===== src/rtl/assert_macros.svh =====
// ----------------------------------------------------------------------------
// Assertion macros
// Shared concurrent assertion forms, clocked on clk_i, off during rst_ni low.
// ----------------------------------------------------------------------------
`ifndef ASSERT_MACROS_SVH
`define ASSERT_MACROS_SVH

// check a condition at every rising clock edge
`define ASSERT_ALWAYS(lbl, cond) \
  lbl: assert property (@(posedge clk_i) disable iff (!rst_ni) (cond)) \
    else $error("assertion failed");

// check that a condition implies another one in the same cycle
`define ASSERT_SAME(lbl, ante, cons) \
  lbl: assert property (@(posedge clk_i) disable iff (!rst_ni) (ante) |-> (cons)) \
    else $error("same-cycle implication failed");

// check that a condition implies another one in the next cycle
`define ASSERT_NEXT(lbl, ante, cons) \
  lbl: assert property (@(posedge clk_i) disable iff (!rst_ni) (ante) |=> (cons)) \
    else $error("next-cycle implication failed");

`endif


===== src/rtl/skv_pkg.sv =====
// ----------------------------------------------------------------------------
// skv_pkg
// Sizes, codes and shared types of the sorted key/value table.
// ----------------------------------------------------------------------------
package skv_pkg;

  localparam int TABLE_DEPTH = 32;
  localparam int KEY_BITS    = 64;
  localparam int DATA_W      = 64;
  localparam int CMD_W       = 2;
  localparam int STATUS_W    = 2;
  localparam int COUNT_W     = 6;
  localparam int IDX_W       = $clog2(TABLE_DEPTH);
  localparam int FILL_W      = $clog2(TABLE_DEPTH + 1);

  typedef enum logic [CMD_W-1:0] {
    CMD_ADD    = 2'd0,
    CMD_FIND   = 2'd1,
    CMD_DELETE = 2'd2,
    CMD_LIST   = 2'd3
  } cmd_e;

  typedef enum logic [STATUS_W-1:0] {
    ST_DONE = 2'd0,
    ST_MISS = 2'd1,
    ST_FULL = 2'd2
  } status_e;

  typedef enum logic [1:0] {
    MV_HOLD,
    MV_NEW,
    MV_PREV,
    MV_NEXT
  } mv_e;

  typedef enum logic [2:0] {
    S_IDLE,
    S_CMP,
    S_PRI,
    S_EXEC,
    S_EMIT,
    S_LIST
  } fsm_e;

  typedef struct packed {
    logic cmp_en;
    mv_e  mv;
  } cell_ctl_t;

endpackage


===== src/rtl/skv_cell.sv =====
// ----------------------------------------------------------------------------
// skv_cell
// One table slot: holds a key/value pair, compares it against the request
// key and loads from the request or from either neighbor.
// ----------------------------------------------------------------------------
module skv_cell (
  input  logic                        clk_i,
  input  logic                        rst_ni,
  input  skv_pkg::cell_ctl_t          ctl_i,
  input  logic                        occ_i,
  input  logic [skv_pkg::KEY_BITS-1:0] new_key_i,
  input  logic [skv_pkg::DATA_W-1:0]   new_val_i,
  input  logic [skv_pkg::KEY_BITS-1:0] prev_key_i,
  input  logic [skv_pkg::DATA_W-1:0]   prev_val_i,
  input  logic [skv_pkg::KEY_BITS-1:0] next_key_i,
  input  logic [skv_pkg::DATA_W-1:0]   next_val_i,
  output logic [skv_pkg::KEY_BITS-1:0] key_o,
  output logic [skv_pkg::DATA_W-1:0]   val_o,
  output logic                        eq_o,
  output logic                        gt_o
);
  import skv_pkg::*;

  logic [KEY_BITS-1:0] key_q, key_d;
  logic [DATA_W-1:0]   val_q, val_d;
  logic                eq_q, eq_d;
  logic                gt_q, gt_d;

  always_comb begin
    key_d = key_q;
    val_d = val_q;
    case (ctl_i.mv)
      MV_NEW: begin
        key_d = new_key_i;
        val_d = new_val_i;
      end
      MV_PREV: begin
        key_d = prev_key_i;
        val_d = prev_val_i;
      end
      MV_NEXT: begin
        key_d = next_key_i;
        val_d = next_val_i;
      end
      default: begin
        key_d = key_q;
        val_d = val_q;
      end
    endcase
  end

  always_comb begin
    eq_d = eq_q;
    gt_d = gt_q;
    if (ctl_i.cmp_en) begin
      eq_d = occ_i && (key_q == new_key_i);
      gt_d = occ_i && (key_q > new_key_i);
    end
  end

  always_ff @(posedge clk_i) begin
    key_q <= key_d;
    val_q <= val_d;
  end

  always_ff @(posedge clk_i or negedge rst_ni) begin
    if (!rst_ni) begin
      eq_q <= 1'b0;
      gt_q <= 1'b0;
    end else begin
      eq_q <= eq_d;
      gt_q <= gt_d;
    end
  end

  assign key_o = key_q;
  assign val_o = val_q;
  assign eq_o  = eq_q;
  assign gt_o  = gt_q;

endmodule


===== config.mk =====
export PLATFORM = sky130hd
export DESIGN_NAME = skv_cell
export DESIGN_NICKNAME = d
export VERILOG_FILES = /design/src/rtl/assert_macros.svh /design/src/rtl/skv_pkg.sv /design/src/rtl/skv_cell.sv
export SDC_FILE = /design/constraint.sdc
export NUM_CORES = 1
export LEC_CHECK = 0
export ABC_AREA = 0
export ABC_CLOCK_PERIOD_IN_PS = 3250
export BUFFER_PORTS_ARGS = -buffer_cell sky130_fd_sc_hd__buf_2
export CORE_AREA = 5 5 202 204
export CTS_CLUSTER_SIZE = 24
export DETAILED_ROUTE_END_ITERATION = 10
export DIE_AREA = 0 0 207 209
export MAX_ROUTING_LAYER = met4
export PLACE_DENSITY = 0.42
export SETUP_SLACK_MARGIN = 0.05
export SLEW_MARGIN = 40
export SYNTH_ARGS = -nofsm -noshare
export SYNTH_HDL_FRONTEND = slang
export SYNTH_SLANG_ARGS = --single-unit

===== constraint.sdc =====
create_clock -name clk_i -period 3.25 [get_ports clk_i]
set_input_delay 0.325 -clock clk_i [delete_from_list [all_inputs] [get_ports clk_i]]
set_output_delay 0.325 -clock clk_i [all_outputs]
set_load 0.05 [all_outputs]

---- Yosys cells after proc, flatten, opt, wreduce, memory -nomap -nowiden ----
Index checks and enable logic that the tools add are counted.
word-level totals
  flip-flop bits (word level) ............. 130
  input bits .............................. 390
  output and inout bits ................... 130
  logic and storage cells ................. 14
cells by class
  order comparisons ....................... 1
  equality and inequality tests ........... 4
  muxes and demuxes ....................... 2
  reductions and logical operators ........ 3
operators by type and width
  kind                  number
  $pmux W64 S3          2
  $eq A64 B64 Y1        1
  $gt A64 B64 Y1        1
  $eq A2 B2 Y1 const B  2
  $reduce_bool A3 Y1    1
  $eq A2 B1 Y1 const B  1
  $logic_and A1 B1 Y1   2

---- Depth between registers and ports, before layout ----
Gate-level depths: netlist (run 1).
  depth after elaboration ................. 2
  mapped depth ............................ 8
  mapped depth without buffers ............ 8

---- Least setup slack after synthesis (run 1) ----
OpenSTA, ideal clock, no wires.
  path type ............................... input to register
  start ................................... input port ctl_i[0] (netlist name)
  end ..................................... register key_q[0], in the netlist key_o[0] (enable)
  library setup time ...................... 0.496 ns
  arrival time ............................ 3.834 ns
  data required time ...................... 2.754 ns
  slack ................................... -1.080 ns
  cell stages on the path ................. 4
  path buffers ............................ 3
  cells stage by stage .................... clkbuf_1 buf_2 buf_2 or2_1
between the ends
  cells in the longest elaborated chain, start to end .. 2
  elaborated cells between the ends (all ways) .. 4
  those cells by class .................... 3 x eq/ne; 1 x reduce/logical
RTL lines
  item                                                 line            RTL
  from (decl)                                          skv_cell.sv:9   input skv_pkg::cell_ctl_t ctl_i,
  $eq A2 B2 Y1 / $eq A2 B1 Y1 (equally long branches)  skv_cell.sv:32  case (ctl_i.mv)
  $reduce_bool A3 Y1 (no source line) *                --
  to (signal assigned)                                 skv_cell.sv:62  key_q <= key_d;
  to (decl)                                            skv_cell.sv:24  logic [KEY_BITS-1:0] key_q, key_d;
Mark *: on every way between the ends. The rest lies on a longest branch, timed or not.
A chain may end at the register's enable or synchronous reset.

---- Final worst setup path (run 1) ----
  start ................................... register key_q[58], in the netlist key_o[58]
  end ..................................... register gt_q, in the netlist gt_o
between the ends
  cells in the longest elaborated chain, start to end .. 2
RTL lines
  item                  line            RTL
  $gt A64 B64 Y1        skv_cell.sv:57  gt_d = occ_i && (key_q > new_key_i);
  $logic_and A1 B1 Y1   skv_cell.sv:57
  to (signal assigned)  skv_cell.sv:72  gt_q <= gt_d;
  to (decl)             skv_cell.sv:27  logic gt_q, gt_d;
No other way between the ends.

==> results of run 1 <==
[worst reg2reg max path, stage by stage (launching register included)]
cell and delay [ps]:
edfxtp_1 380, ha_1 320, nand4_1 280, nor4_2 390, nand2_1 160, or4_1 530, a31oi_1 190, a31oi_1 50
[power groups by stage]
stage | clock network, µW | registers, µW | logic (µW)
final | 1930 | 2150 | 1860
after detailed placement | 0 | 2190 | 1890
after global routing | 2080 | 2180 | 2010
after CTS | 2020 | 2160 | 1900
after global placement | 0 | 2180 | 1900
after floorplan | 0 | 2880 | 515
[layout by cell type (no fill, tap or decap), drive strengths merged, types with 2 or more instances in the layout]
cell,netlist,routed
nor2,132,132
diode,0,4
nand3,7,7
nor4,2,2
buf,16,524
clkbuf,28,18
dfrtp,2,2
a21oi,150,150
a21o,5,5
nor3,3,3
or2,2,2
ha,64,64
a211oi,4,4
o21ai,6,6
edfxtp,128,128
a31oi,3,3
nand4,14,14
clkinvlp,0,5
a2111oi,2,2
nand2,13,13
inv,65,67
mux2i,128,128
or4,2,2
clkinv,0,5
bufinv,0,2
nor2b,3,3
[final cells by class]
type	count	area, µm²	share of cell area, %
Clock inverter	14	140	1.18
Tap cell	525	657	5.51
Multi-Input combinational cell	550	3820	32.1
Timing Repair Buffer	526	2730	22.9
Inverter	65	244	2.05
Sequential cell	130	3890	32.7
Clock buffer	17	425	3.57
Antenna cell	4	10.0	0.0839
[cell families (layout without fill, tap and decap cells)]
| family | after synthesis | count (layout) | synth area share, % |
|---|---|---|---|
| AO/OA/AOI/OAI | 178 | 178 | 11.7 |
| adder cells (fa/ha/maj) | 64 | 64 | 9.84 |
| buffers and inverters | 109 | 622 | 5.21 |
| flip-flops | 130 | 130 | 47.8 |
| multiplexers | 128 | 128 | 15.7 |
| other | 0 | 4 | 0 |
| AND/OR/NAND/NOR | 180 | 180 | 9.67 |
[routing by layer]
metal | part of all wire (%) | vias up | GRT usage, %
met2 | 52 | 325 | 27.1
met4 | 1.7 | 0 | 4.35
met3 | 6.1 | 27 | 3.77
met5 | 0 | - | -
li1 | - | 3879 | -
met1 | 40 | 3418 | 16.9
[through the flow]
step                hold WS (ps)  cells  power [µW]
floorplan                   29.4    789        3390
global placement             115   1795        4080
detailed placement           120   1795        4080
CTS                          131   1827        6080
global route                 169   1831        6260
finish                       173   1831        5940
[path summary, 6_finish.rpt]
check / from / to / slack [ps] / cells after the start
min in group asynchronous: rst_ni / gt_o / 250 / 2
min reg2reg: eq_o / eq_o / 560 / 2
min: occ_i / eq_o / 170 / 3
max: key_o[58] / gt_o / 810 / 7
max in group asynchronous: rst_ni / eq_o / 2900 / 2
max reg2reg: key_o[58] / gt_o / 810 / 7
[sequential cells by signal, summed over array words and instances, names as in the netlist]
name and flops:
eq_o 1, key_o 64, val_o 64, gt_o 1
[timing repair]
action	4_1_cts	5_1_grt
hold endpoints to repair	2	0
hold buffers	1	0
buffers inserted	0	0
==> impl_metrics.ini, run 1 <==
[drt]
drc = 0
drt_first_pass_iters = 6
via_per_inst = 4.18
num_vias = 7649
wl_um = 32900
avgRoutedWirePerCell_um = 18.0
first_iter_violations = 253
antenna_left = 0

[yosys]
syn_nets = 1243
ys.flop_type = edfxtp_1
synth_area_leaders = edfxtp_1 47%, mux2i_1 16%, ha_1 9.8%
synth_edf_count = 128
yosysMostFrequentCell = a21oi_1
yosys.area.top_type = edfxtp_1
synth_cell_types = 36
yosysWarnings = 0
synth.avg_cell_area_um2 = 10.3
synth_top_area_share_pct = 47.2
ys_seq_area_share_pct = 47.8
syn_inst = 789
synth_common_cells = 150 x a21oi_1, 132 x nor2_1, 128 x edfxtp_1, 128 x mux2i_1, 65 x inv_1
synth-seq-cells = 130
async_flop_share_pct = 1.54
synth_area_um2 = 8140

[timing]
finClkSkew_ps = 8.10
min_period_over_period_pct = 75.2
rsz0062_at_grt = false
worstMarginPinSlew_ps = 979
layout_setup_ws_ps = 808
finalCriticalPeriod_ps = 2440
setup_viol = 0
fmax_mhz = 409
maxSlewHeadroom_pct = 34.7
slew_violations = 0
finalSetupTns_ps = 0
hold_violations = 0

[power_and_ir_drop]
p_int_uw = 3760
clockPowerShare_pct = 32.5
p_sw_uw = 2180
sequentialPowerShare_pct = 36.3
combPwrFrac_pct = 31.3
netSwitchingFraction_pct = 36.7
peakVddDrop_uv = 354
powerDensity_nw_per_um2 = 498
p_leak_uw = 0.00586

[critical_path]
cp_max_fo = 4
worst_ep_arrival_time_ps = 2730
slowest_delay_ps = 530
slowest_stage = or4_1
worst-path-buf-inv = 0
crit_type = reg -> reg
startpoint_type = flip-flop
endpoint_kind = flip-flop
crit_path_frequent_cell = a31oi_1
cp_top_family = simple AND/OR/NAND/NOR gates
cp_cell_sequence = ha_1 > nand4_1 > nor4_2 > nand2_1 > or4_1 > a31oi_1 > a31oi_1
crit_required_ps = 3530

[clocking]
clk_pin_slew_worst_paths_ps = 60
cts_buffers = 17
cts_max_level = 4
cts_sinks = 130
cts_root_buffer = clkbuf_16
cts_tree = yes
insertion_delay_ps = 430
ctsResizeCount = 0
clock_path_buffers = 2

[run]
max_cap_viol_count = 0

[floorplan]
die_x_um = 207
die_area_um2 = 43300
fp-row-count = 73
dieHeight_um = 209
core_area_um2 = 39100
start_util_pct = 20.8
num_io_pins = 520

[finish]
final_core_util_pct = 30.5
area_growth_pct = 46.5
n_fill_cell = 4260
final_layout_size_suffix_gt1_share_pct = 42.9
final_nets = 1744
fin_area_um2 = 11900

[placement]
hpwl_um = 26900
post-place-ws_ps = 669
portBuffers = 519
gp_congestion = 0.873
dpl_cell_area_um2 = 11300

[outcome]
status = complete, no violations

[grt]
antenna_found_initial = 5
grt_max_degree = 129
track_usage_pct = 15.2
overflow = 0
grt_pass1_vias = 8014
grt_pass1_wl_um = 48700

[worst_hold_path]
holdCritPathClass = in -> reg
Power figures use the tool's default switching activity.
==> inputs of run 2 (changes only) <==
--- a/config.mk
+++ b/config.mk
@@ -6,7 +6,7 @@
 export NUM_CORES = 1
 export LEC_CHECK = 0
 export ABC_AREA = 0
-export ABC_CLOCK_PERIOD_IN_PS = 3250
+export ABC_CLOCK_PERIOD_IN_PS = 2300
 export BUFFER_PORTS_ARGS = -buffer_cell sky130_fd_sc_hd__buf_2
 export CORE_AREA = 5 5 202 204
 export CTS_CLUSTER_SIZE = 24
==> constraint.sdc (replaced) <==
create_clock -name clk_i -period 2.3 [get_ports clk_i]
set_input_delay 0.23 -clock clk_i [delete_from_list [all_inputs] [get_ports clk_i]]
set_output_delay 0.23 -clock clk_i [all_outputs]
set_load 0.05 [all_outputs]
==> run 2 against run 1 <==
The flow now finishes with violations (negative setup slack). Hold slack worse by 82 ps. Sequential share of layout area down 1.6 points. Clock-buffer cell count unchanged. Cell area up 5.2%. Flip-flop and latch count unchanged. Critical endpoint unchanged.
==> impl_metrics.ini, run 2 (synthesis gave the netlist of run 1 again) <==
[floorplan]
start_util_pct = 20.8
core_area_um2 = 39100
fp-row-count = 73
die_x_um = 207
num_io_pins = 520
dieHeight_um = 209
die_area_um2 = 43300

[power_and_ir_drop]
combPwrFrac_pct = 31.5
clockPowerShare_pct = 33.5
netSwitchingFraction_pct = 35.3
p_sw_uw = 3080
p_leak_uw = 0.00615
powerDensity_nw_per_um2 = 696
p_int_uw = 5640
sequentialPowerShare_pct = 35.0
peakVddDrop_uv = 384

[timing]
worstMarginPinSlew_ps = 506
maxSlewHeadroom_pct = 65.9
slew_violations = 0
layout_setup_ws_ps = -62.9
hold_violations = 0
min_period_over_period_pct = 103
finClkSkew_ps = 5.86
holdWs_ps = 90.5
finalCriticalPeriod_ps = 2360
rsz0062_at_grt = true
fmax_mhz = 423
setup_viol = 2

[critical_path]
crit_type = reg -> reg
worst_ep_arrival_time_ps = 2650
endpoint_kind = flip-flop
startpoint_type = flip-flop
crit_required_ps = 2590
cp_max_fo = 3

[finish]
final_nets = 1789
mostFrequentLayoutCells = 517 x buf_2, 150 x a21oi_1, 132 x nor2_1
n_fill_cell = 4211
fin_cells = 1873
mostFrequentLayoutCell = buf_2
fin_area_um2 = 12500
final_core_util_pct = 32.1
final_layout_size_suffix_gt1_share_pct = 46.3
area_growth_pct = 54.1

[clocking]
cts_max_level = 4
cts_buffers = 17
clock_path_buffers = 2
insertion_delay_ps = 420
cts_sinks = 130
clk_pin_slew_worst_paths_ps = 60
cts_root_buffer = clkbuf_16
cts_tree = yes

[drt]
wl_um = 32900
antenna_left = 0
avgRoutedWirePerCell_um = 17.6
drt_first_pass_iters = 6
num_vias = 7802
via_per_inst = 4.17
drc = 0
first_iter_violations = 317

[outcome]
status = finished with violations
violations = negative setup slack

[grt]
track_usage_pct = 15.3
overflow = 0
antenna_found_initial = 1
grt_pass1_wl_um = 49000
grt_max_degree = 71
grt_pass1_vias = 8138

[placement]
hpwl_um = 27600
post-place-ws_ps = -360
dpl_cell_area_um2 = 11700
portBuffers = 519
dp.cells = 1835
gp_congestion = 0.851

[worst_hold_path]
holdCritPathClass = in -> reg

[run]
max_cap_viol_count = 0
run 2: worst paths after layout:
kind | depth (start not counted) | slack [ps] | end | start
min in group asynchronous | 2 | 150 | gt_o | rst_ni
max in group asynchronous | 2 | 2050 | eq_o | rst_ni
min reg2reg | 2 | 570 | eq_o | eq_o
max | 7 | -60 | gt_o | key_o[63]
max reg2reg | 7 | -60 | gt_o | key_o[63]
min | 2 | 90 | eq_o | ctl_i[2]
run 2: metal layers:
metal / track usage [%] / vias up / routed length [µm]
met5: - / - / 0
met4: 4.15 / 0 / 447
met3: 3.59 / 20 / 1930
met2: 26.2 / 317 / 16600
met1: 18.1 / 3502 / 14000
li1: - / 3963 / -
run 2: power groups by stage:
stage          registers (µW)  clock network [µW]  logic (µW)
2_1_floorplan            4070                   0         747
3_3_place_gp             3090                   0        2770
3_5_place_dp             3100                   0        2760
4_1_cts                  3050                3040        2790
5_1_grt                  3080                3130        2980
6_report                 3050                2920        2750
run 2: worst max-delay path: stages (launching register included):
cell and delay, ps:
edfxtp_1 400, ha_1 340, nand4_1 260, nor4_2 320
nand2_1 150, or4_4 580, a31oi_4 140, a31oi_1 50
run 2: layout make-up:
cell class	count	area [µm²]	area share, %
tap	525	657	5.24
inverter	65	244	1.95
clock buffer	17	425	3.39
multi-input combinational	550	4050	32.3
clock inverter	14	189	1.51
sequential	130	3890	31.1
antenna	1	2.50	0.0200
timing repair buffer	571	3080	24.6
run 2: through the flow:
step | TNS [ps] | total power [µW]
final | -96.9 | 8720
after global routing | -154 | 9190
after CTS | -26.1 | 8880
after detailed placement | -360 | 5860
after global placement | -288 | 5850
after floorplan | -82.7 | 4820
run 2: what timing repair did:
action                     4_1_cts  5_1_grt
hold buffers                     1        0
setup buffers                    2        3
gates cloned                     0        0
gates resized for setup          7        8
setup endpoints to repair        1        2
pin swaps                        4        9
hold endpoints to repair         2        0
==> inputs of run 3 (changes only) <==
--- a/config.mk
+++ b/config.mk
@@ -6,16 +6,17 @@
 export NUM_CORES = 1
 export LEC_CHECK = 0
 export ABC_AREA = 0
-export ABC_CLOCK_PERIOD_IN_PS = 2300
+export ABC_CLOCK_PERIOD_IN_PS = 2100
 export BUFFER_PORTS_ARGS = -buffer_cell sky130_fd_sc_hd__buf_2
-export CORE_AREA = 5 5 202 204
+export CORE_AREA = 5 5 201 203
 export CTS_CLUSTER_SIZE = 24
 export DETAILED_ROUTE_END_ITERATION = 10
-export DIE_AREA = 0 0 207 209
+export DIE_AREA = 0 0 206 208
 export MAX_ROUTING_LAYER = met4
-export PLACE_DENSITY = 0.42
+export PLACE_DENSITY = 0.44
 export SETUP_SLACK_MARGIN = 0.05
 export SLEW_MARGIN = 40
 export SYNTH_ARGS = -nofsm -noshare
 export SYNTH_HDL_FRONTEND = slang
 export SYNTH_SLANG_ARGS = --single-unit
+export TNS_END_PERCENT = 20
==> constraint.sdc (replaced) <==
create_clock -name clk_i -period 2.1 [get_ports clk_i]
set_input_delay 0.21 -clock clk_i [delete_from_list [all_inputs] [get_ports clk_i]]
set_output_delay 0.21 -clock clk_i [all_outputs]
set_load 0.05 [all_outputs]
==> run 3 against run 2 <==
The flow still finishes with violations (negative setup slack). Utilization rose by 0.82 points. Maximum frequency up 3.2%. Hold slack got worse by 31 ps. Cell area rose by 0.43%. Routed wire length increased by 0.64%. Clock-buffer cell count grew 1. Critical endpoint unchanged. Largest cell class unchanged.
==> impl_metrics.ini, run 3 (synthesis gave the netlist of run 1 again) <==
[outcome]
status = finished with violations
violations = negative setup slack

[clocking]
clk_pin_slew_worst_paths_ps = 60
cts_max_level = 4
cts_tree = yes
insertion_delay_ps = 430
clock_path_buffers = 2
cts_root_buffer = clkbuf_16
cts_sinks = 130
cts_buffers = 17

[power_and_ir_drop]
powerDensity_nw_per_um2 = 756
peakVddDrop_uv = 440
p_leak_uw = 0.00622

[placement]
dpl_cell_area_um2 = 11900
portBuffers = 519
gp_congestion = 0.829
hpwl_um = 28100

[timing]
layout_setup_ws_ps = -189
rsz0062_at_grt = true
hold_violations = 0
finClkSkew_ps = 10.6
slew_violations = 0
worstMarginPinSlew_ps = 758
holdWs_ps = 59.9
finalCriticalPeriod_ps = 2290
fmax_mhz = 437
maxSlewHeadroom_pct = 48.8
setup_viol = 2
min_period_over_period_pct = 109

[critical_path]
startpoint_type = flip-flop
crit_type = reg -> reg
cp_max_fo = 2
endpoint_kind = flip-flop
crit_required_ps = 2370
cp_cell_sequence = ha_1 > nand4_1 > or4_4 > or4_4 > a31oi_1 > a31oi_1
worst-path-buf-inv = 0
worst_ep_arrival_time_ps = 2560
slowest_delay_ps = 540
slowest_stage = or4_4
cp_top_family = simple AND/OR/NAND/NOR gates

[drt]
first_iter_violations = 241
avgRoutedWirePerCell_um = 17.6
dr_wl_met3_um = 2360
antenna_left = 0
routed.top_layer = met4
wl_um = 33200
drc = 0
drt_first_pass_iters = 4
wl_met2_um = 17000
via_per_inst = 4.16
num_vias = 7820
wl_met1_um = 13100

[run]
max_cap_viol_count = 0

[finish]
final_nets = 1803
area_growth_pct = 54.7
fin_area_um2 = 12600
final_core_util_pct = 32.9
seqCellArea_um2 = 3890
mostFrequentLayoutCell = buf_2
n_fill_cell = 4051
mostFrequentLayoutCells = 517 x buf_2, 150 x a21oi_1, 132 x nor2_1
multi_input_area_um2 = 3960
final_layout_size_suffix_gt1_share_pct = 46.1

[floorplan]
die_area_um2 = 42800
dieHeight_um = 208
core_area_um2 = 38300
fp-row-count = 72
start_util_pct = 21.3
die_x_um = 206
num_io_pins = 520

[worst_hold_path]
holdCritPathClass = in -> reg

[grt]
grt_pass1_wl_um = 48100
track_usage_pct = 15.3
antenna_found_initial = 5
grt_max_degree = 93
overflow = 0
grt_pass1_vias = 8196
[run 3: area by class of cell]
cell class,count,area share [%]
Antenna cell,4,0.0795
Clock buffer,18,3.41
Clock inverter,12,1.32
Inverter,65,1.94
Multi-Input combinational cell,550,31.5
Sequential cell,130,30.9
Tap cell,518,5.15
Timing Repair Buffer,585,25.7
[run 3: power breakdown]
group	total [µW]	internal, µW	switching (µW)
clock network	3100	1960	1150
logic	3070	1030	2050
registers	3340	3210	127
total	9510	6200	3320
[run 3: routing by layer]
layer	vias to the layer above	GRT usage, %
met3	24	3.94
met5	-	-
li1	3996	-
met1	3473	16.9
met4	0	4.68
met2	327	27.1
[run 3: repair_timing]
item	CTS	global route
setup buffers	2	0
hold buffers	2	0
endpoints found under the hold margin	3	0
endpoints found under the setup margin	2	2
pin swaps	5	1
resized for setup	5	2
[run 3: worst register-to-register path: cells and delay by family, from the launching register on]
family	cells	cell delay, ps
AO/OA/AOI/OAI	2	210
adder cells (fa/ha/maj)	1	310
flip-flops	1	400
AND/OR/NAND/NOR	3	1220
[run 3: through the flow]
stage                     setup TNS (ps)  worst slack, ps  power (µW)  cells
final                               -231             -189        9510   1882
after global routing                -435             -304       10000   1882
after global placement              -581             -401        6480   1844
after CTS                           -264             -206        9690   1878
after detailed placement            -636             -411        6500   1844
after floorplan                     -407             -286        5280    789
[run 3: path summary, 6_finish.rpt]
| path | start | endpoint | slack (ps) | cells past startpoint |
|---|---|---|---|---|
| setup / recovery | key_o[13] | gt_o | -190 | 6 |
| hold / removal | occ_i | eq_o | 60 | 3 |
| setup reg to reg | key_o[13] | gt_o | -190 | 6 |
| hold reg to reg | eq_o | eq_o | 550 | 2 |
| max in group asynchronous | rst_ni | eq_o | 1870 | 2 |
| min in group asynchronous | rst_ni | gt_o | 130 | 2 |
